File: config.mk
export PLATFORM = sky130hd
export DESIGN_NAME = mtg_cell
export DESIGN_NICKNAME = d
export VERILOG_FILES = /design/src/design/mtg_pkg.sv /design/src/design/mtg_cell.sv
export SDC_FILE = /design/constraint.sdc
export NUM_CORES = 1
export LEC_CHECK = 0
export ABC_AREA = 1
export BUFFER_PORTS_ARGS = -buffer_cell sky130_fd_sc_hd__buf_2
export CORE_UTILIZATION = 25
export DETAILED_ROUTE_END_ITERATION = 7
export MAX_ROUTING_LAYER = met4
export PLACE_DENSITY = 0.56
export SYNTH_ARGS = -nofsm -noshare
export SYNTH_HDL_FRONTEND = slang
export SYNTH_SLANG_ARGS = --single-unit
File: constraint.sdc
create_clock -name clk_i -period 0.8 [get_ports clk_i]
set_input_delay 0.04 -clock clk_i [delete_from_list [all_inputs] [get_ports clk_i]]
set_output_delay 0.04 -clock clk_i [all_outputs]
set_load 0.01 [all_outputs]
File: src/design/mtg_pkg.sv
`timescale 1ns / 1ps
`default_nettype none

package mtg_pkg;

  localparam int unsigned WORD_W    = 32;
  localparam int unsigned FRAC_W    = 24;
  localparam int unsigned NUM_WORDS = 624;
  localparam int unsigned TWIST_TAP = 397;
  localparam int unsigned CNT_W     = $clog2(NUM_WORDS);
  localparam int unsigned ADDR_W    = 3;

  localparam logic [WORD_W-1:0] TWIST_MATRIX = 32'h9908_b0df;
  localparam logic [WORD_W-1:0] SEED_MULT    = 32'd1812433253;
  localparam logic [WORD_W-1:0] TEMPER_B     = 32'h9d2c_5680;
  localparam logic [WORD_W-1:0] TEMPER_C     = 32'hefc6_0000;
  localparam logic [WORD_W-1:0] SEED_RESET   = 32'd5489;

  localparam logic [CNT_W-1:0] SEED_LAST = CNT_W'(NUM_WORDS - 1);

  localparam logic REG_SEED = 1'b0;

  typedef enum logic [1:0] {
    ST_IDLE = 2'b01,
    ST_SEED = 2'b10
  } gen_state_e;

  function automatic logic [WORD_W-1:0] twist_word(
    input logic [WORD_W-1:0] w_cur,
    input logic [WORD_W-1:0] w_nxt,
    input logic [WORD_W-1:0] w_far
  );
    logic [WORD_W-1:0] y;
    y = {w_cur[WORD_W-1], w_nxt[WORD_W-2:0]};
    return w_far ^ (y >> 1) ^ (y[0] ? TWIST_MATRIX : '0);
  endfunction

  function automatic logic [WORD_W-1:0] temper_word(input logic [WORD_W-1:0] w);
    logic [WORD_W-1:0] y;
    y = w;
    y = y ^ (y >> 11);
    y = y ^ ((y << 7) & TEMPER_B);
    y = y ^ ((y << 15) & TEMPER_C);
    y = y ^ (y >> 18);
    return y;
  endfunction

  function automatic logic [WORD_W-1:0] seed_word(
    input logic [WORD_W-1:0] prev,
    input logic [CNT_W-1:0]  k
  );
    logic [WORD_W-1:0] x;
    logic [WORD_W-1:0] p;
    x = prev ^ (prev >> 30);
    p = WORD_W'(x * SEED_MULT);
    return p + {{(WORD_W-CNT_W){1'b0}}, k};
  endfunction

endpackage

`default_nettype wire

File: src/design/mtg_cell.sv
`timescale 1ns / 1ps
`default_nettype none

module mtg_cell
  import mtg_pkg::*;
#(
  parameter int unsigned Width = WORD_W
) (
  input  wire logic             clk_i,
  input  wire logic             shift_i,
  input  wire logic [Width-1:0] word_i,
  output logic      [Width-1:0] word_o
);

  logic [Width-1:0] word_q;

  always_ff @(posedge clk_i) begin
    if (shift_i) begin
      word_q <= word_i;
    end
  end

  assign word_o = word_q;

endmodule

`default_nettype wire

# --- After elaboration in Yosys (flattened, before gate mapping) ---
# Cells that the tools add are included.
word_totals:
  ff_bits: 32
  input_bits: 34
  word_cells: 1

# --- Depth between registers and ports, before layout ---
# Gate-level depths: netlist of the first run.
depth:
  ltp_word: 0
  depth_mapped: 0
  mapped_depth_nobuf: 0

# --- Worst setup path before layout of the first run ---
# Ideal clock, no wire load.
synth_timing:
  path_kind: "reg-to-output"
  startpoint: "register word_q[0] (netlist: word_o[0])"
  endpoint: "output word_o[0]"
  arrival_ps: 394
  required_time_ps: 760
  setup_slack_ps: 366
  path_stages_with_launch: 1
  n_path_buf: 0
  cell_sequence: "edfxtp_1"
synth_rtl:
  columns: ["item", "line", "text"]
  rows:
  - ["start: declaration", "mtg_cell.sv:15", "logic [Width-1:0] word_q;"]
  - ["start signal: assignment", "mtg_cell.sv:19", "word_q <= word_i;"]
  - ["end: declaration", "mtg_cell.sv:12", "output logic [Width-1:0] word_o"]
# No word-level cell between the ends.

# --- Final worst setup path of the first run ---
layout_timing:
  startpoint: "register word_q[15] (netlist: word_o[15])"
  endpoint: "output word_o[15]"
# No word-level cell between the ends.

==> results of run 1 <==
## cells in the mapped netlist
| master | instances |
|---|---|
| edfxtp_1 | 32 |
## layout make-up
cell class / instances / area (um^2) / share of cell area [%]
well taps: 48 / 60.06 / 3.383
clock buffers: 5 / 68.82 / 3.876
repair buffers: 99 / 685.7 / 38.62
flip-flops and latches: 32 / 960.9 / 54.12
## kinds of logic (layout without fill, tap and decap cells)
logic type | count (synthesis) | in the layout | share of synthesized area (%)
DFF | 32 | 32 | 100.0
buffers and inverters | 0 | 104 | 0
## layer usage
| layer | track usage, % | routed length, um | up-vias |
|---|---|---|---|
| met4 | 10.23 | 51 | 0 |
| met3 | 3.929 | 175 | 4 |
| li1 | - | - | 336 |
| met1 | 10.81 | 743 | 305 |
| met2 | 19.28 | 1103 | 42 |
| met5 | - | 0 | - |
## how the worst max path moves through the flow
| stage | from | end |
|---|---|---|
| final | word_o[15] | word_o[15] |
| after global routing | word_o[15] | word_o[15] |
| after CTS | word_o[15] | word_o[15] |
| after detailed placement | shift_i | word_o[29] |
| after global placement | shift_i | word_o[25] |
| after floorplan | word_o[0] | word_o[0] |
## power by group
| part | switching, mW | leakage (nW) | internal (mW) |
|---|---|---|---|
| combinational | 0.184 | 0.408 | 0.259 |
| clock | 0.520 | 0.0359 | 0.559 |
| sequential | 0.0268 | 0.313 | 1.99 |
| total | 0.731 | 0.757 | 2.81 |
## stage by stage
step	setup TNS [ns]	setup WS, ns
floorplan	0	0.3662
global placement	0	0.1462
detailed placement	0	0.1377
CTS	-0.8649	-0.05917
global route	-1.701	-0.08890
finish	-0.3718	-0.03560
## cells in the final DEF (no fill, tap or decap)
| cell type | count |
|---|---|
| buf_2 | 65 |
| dlygate4sd3_1 | 32 |
| edfxtp_1 | 32 |
| clkbuf_8 | 5 |
| buf_12 | 2 |
## timing repair
item,CTS,global route
hold buffers,32,0
setup endpoints to repair,32,32
resized for setup,0,0
endpoints found under the hold margin,32,0
==> flow_summary_export.csv, run 1 <==
group,metric,value,unit
layout,final_cells,184,
grt,grt_pass1_wl,3.174,mm
sta,finalWorstPathRequiredPeriod,0.8356,ns
layout,multi_input_comb_cells,0,
placement,dp_cells,147,
sta,rsz0062_at_grt,"yes",
synthesis,ys_warn_count,0,
synthesis,synthCells,32,
routing,ant_nets,0,
layout,synthToLayoutAreaGrowth,84.77,%
grt,grt_max_degree,21,
hold_path,min_to,"word_o[10]",
placement,routabilityCongestion,0.6349,
sta,period_share,104.4,%
layout,finalNetCount,172,
hold_path,hp-class,"input pin to register",
floorplan,start_util,26.25,%
floorplan,num_io_pins,66,
layout,multiInputGateArea,0,um^2
sta,relSlewSlack,92.32,%
grt,grt_pass1_vias,722,
status,status,"finished, violations left",
synthesis,ys_seq_area_share,100.0,%
sta,timing.hold.ws,0.1716,ns
clock_tree,cts_setup_buffers,0,
placement,portBuffers,65,
synthesis,ys_ff_latch,32,
clock_tree,cts_buffer_depth,2,
synthesis,yosys.cell_types.count,1,
clock_tree,cts-root-buf,"clkbuf_8",
floorplan,die_width,64.00,um
placement,place_area,1386,um^2
sta,fmax,1.197,GHz
routing,drt_wl_total,2.074,mm
layout,largest_reg_flops,32,
setup_path,cp_cell_sequence,"buf_2",
synthesis,syn_area,960.9,um^2
power_and_ir_drop,power,3.541,mW
routing,avgRoutedWirePerCell,11.27,um
synthesis,synth_nets,66,
clock_tree,path_clk_slew,0.06,ns
sta,hold_viol,0,
floorplan,core_area,3661,um^2
routing,drcViolationCount,0,
synthesis,synth_top_area_share,100.0,%
routing,vias,687,
floorplan,dieHeight,64.00,um
floorplan,dieArea,4095,um^2
clock_tree,tritoncts,"done",
job,cap_violations,0,
layout,final_area,1775,um^2
synthesis,synth_area_leader_cell,"edfxtp_1",
sta,setup_viol,31,
grt,grt_overflow,0,
hold_path,hold_depth,2,
setup_path,cpPeakStageDelay,0.37,ns
setup_path,worst-path-buf-inv,1,
power_and_ir_drop,p_leak,0.7573,nW
clock_tree,cts_max_level,2,
sta,final_max_slew_viol_count,0,
setup_path,cp.required,0.76,ns
status,violations,"negative setup slack",
power_and_ir_drop,vdd_drop_max,0.001154,V
setup_path,critPathCaptureType,"primary output",
setup_path,cp-start-kind,"register",
setup_path,critical-path-top-delay-family,"flip-flops",
layout,postLayoutCoreUtil,48.50,%
setup_path,cp.depth,1,
setup_path,cp.arrival,0.80,ns
layout,final_layout_size_suffix_gt1_share,52.94,%
synthesis,synth.area.top_cells,"edfxtp_1",
clock_tree,cts_made_buffers,5,
floorplan,rows,22,
setup_path,slowest_stage,"edfxtp_1",
layout,fillCellCount,314,
grt,antenna_found_initial,0,
sta,tightest_slew,0.1151,ns
routing,drt-initial-drc-count,16,
setup_path,critPathMaxFanout,1,
routing,viasPerCell,3.734,
clock_tree,cts.sinks,32,
layout,antenna_cells,0,
hold_path,hold_start,"shift_i",
power_and_ir_drop,p_per_area,1995,nW/um^2
grt,grt_usage,11.73,%
synthesis,synth.avg_cell_area,30.03,um^2
routing,drtPass1Iterations,4,
setup_path,crit_type,"register to primary output",
sta,setup_slack,-0.03560,ns
No activity file was read; power rests on OpenSTA's default activity.
==> run 2, diff against run 1 <==
Clock period 0.8 ns to 1 ns, I/O delays scaled along.
==> flow_summary_export.csv, run 2 (synthesis gave the netlist of run 1 again) <==
group,metric,value,unit
status,status,"finished clean",
clock_tree,cts_resized,0,
setup_path,slowest_stage,"edfxtp_1",
setup_path,critPathCaptureType,"primary output",
sta,hold_viol,0,
floorplan,rows,22,
floorplan,dieArea,4095,um^2
floorplan,num_io_pins,66,
layout,multi_input_comb_cells,0,
placement,portBuffers,65,
power_and_ir_drop,p_leak,0.7518,nW
floorplan,dieHeight,64.00,um
sta,setup_tns,0,ns
clock_tree,path_clk_slew,0.06,ns
layout,final_layout_size_suffix_gt1_share,51.45,%
layout,antenna_cells,0,
grt,grt_max_degree,33,
layout,largest_reg_flops,32,
clock_tree,hold_buffers,32,
setup_path,cp.depth,1,
hold_path,hold_depth,2,
layout,final_area,1767,um^2
setup_path,cp-start-kind,"register",
grt,grt_pass1_vias,699,
routing,drcViolationCount,0,
clock_tree,cts.sinks,32,
power_and_ir_drop,vdd_drop_max,0.0008201,V
layout,synthToLayoutAreaGrowth,83.85,%
sta,finalWorstPathRequiredPeriod,0.8456,ns
power_and_ir_drop,power,2.886,mW
sta,relSlewSlack,88.42,%
sta,setup_viol,0,
setup_path,worst-path-buf-inv,1,
routing,vias,700,
hold_path,hp-class,"input pin to register",
routing,avgRoutedWirePerCell,11.05,um
layout,final_cell_mix,"buf_2, dlygate4sd3_1, edfxtp_1, clkbuf_8, clkbuf_1",
floorplan,start_util,26.25,%
clock_tree,cts_max_level,2,
placement,place_area,1366,um^2
floorplan,die_width,64.00,um
floorplan,core_area,3661,um^2
layout,multiInputGateArea,0,um^2
routing,viasPerCell,3.763,
clock_tree,tritoncts,"done",
power_and_ir_drop,p_per_area,1634,nW/um^2
grt,grt_pass1_wl,3.118,mm
setup_path,cpPeakStageDelay,0.37,ns
clock_tree,cts_buffer_depth,2,
routing,drtPass1Iterations,4,
clock_tree,cts-root-buf,"clkbuf_8",
setup_path,cp.required,0.95,ns
grt,antenna_found_initial,0,
grt,grt_overflow,0,
placement,routabilityCongestion,0.6336,
setup_path,cp_cell_sequence,"buf_2",
sta,tightest_slew,0.1737,ns
clock_tree,cts_made_buffers,5,
sta,fmax,1.183,GHz
setup_path,critPathMaxFanout,1,
routing,drt_wl_total,2.055,mm
setup_path,crit_type,"register to primary output",
sta,final_max_slew_viol_count,0,
clock_tree,cts_setup_buffers,0,
setup_path,critical-path-top-delay-family,"flip-flops",
sta,rsz0062_at_grt,"no",
layout,final_common_cell,"buf_2",
layout,finalNetCount,171,
sta,period_share,84.56,%
grt,grt_usage,11.44,%
setup_path,cp.arrival,0.80,ns
routing,ant_nets,0,
sta,timing.hold.ws,0.2270,ns
routing,drt-initial-drc-count,21,
job,cap_violations,0,
==> run 2: changes by cell type in the layout (fill, tap and decap cells not counted), sizes merged <==
cell and change:
clkbuf +2, buf -1, clkinv +1
==> run 2: power breakdown <==
part	switching [mW]	internal, mW	leakage, nW
registers	0.0215	1.59	0.313
clock network	0.444	0.484	0.0399
logic	0.144	0.199	0.399
==> run 2: routing by layer <==
metal | global-route usage [%] | wire [um]
met1 | 10.90 | 759
met2 | 18.62 | 1053
met3 | 5.536 | 192
met5 | - | 0
met4 | 6.818 | 50
==> run 2: through the flow <==
stage                     worst slack [ns]  std cells  utilization (%)
after detailed placement            0.3202        146            37.32
after global placement              0.3263        146            37.32
after CTS                           0.1269        186            48.26
after floorplan                     0.5562         32                -
final                               0.1544        186            48.26
after global routing               0.09557        186            48.26
==> run 2: path summary, 6_finish.rpt <==
path | startpoint | to
max | word_o[30] | word_o[30]
min | shift_i | word_o[20]
==> run 2: cell type report <==
type | instances | area [um^2]
timing repair buffer | 98 | 665.6
fill | 322 | 1894
tap | 48 | 60.06
sequential | 32 | 960.9
clock inverter | 1 | 3.754
clock buffer | 7 | 76.32
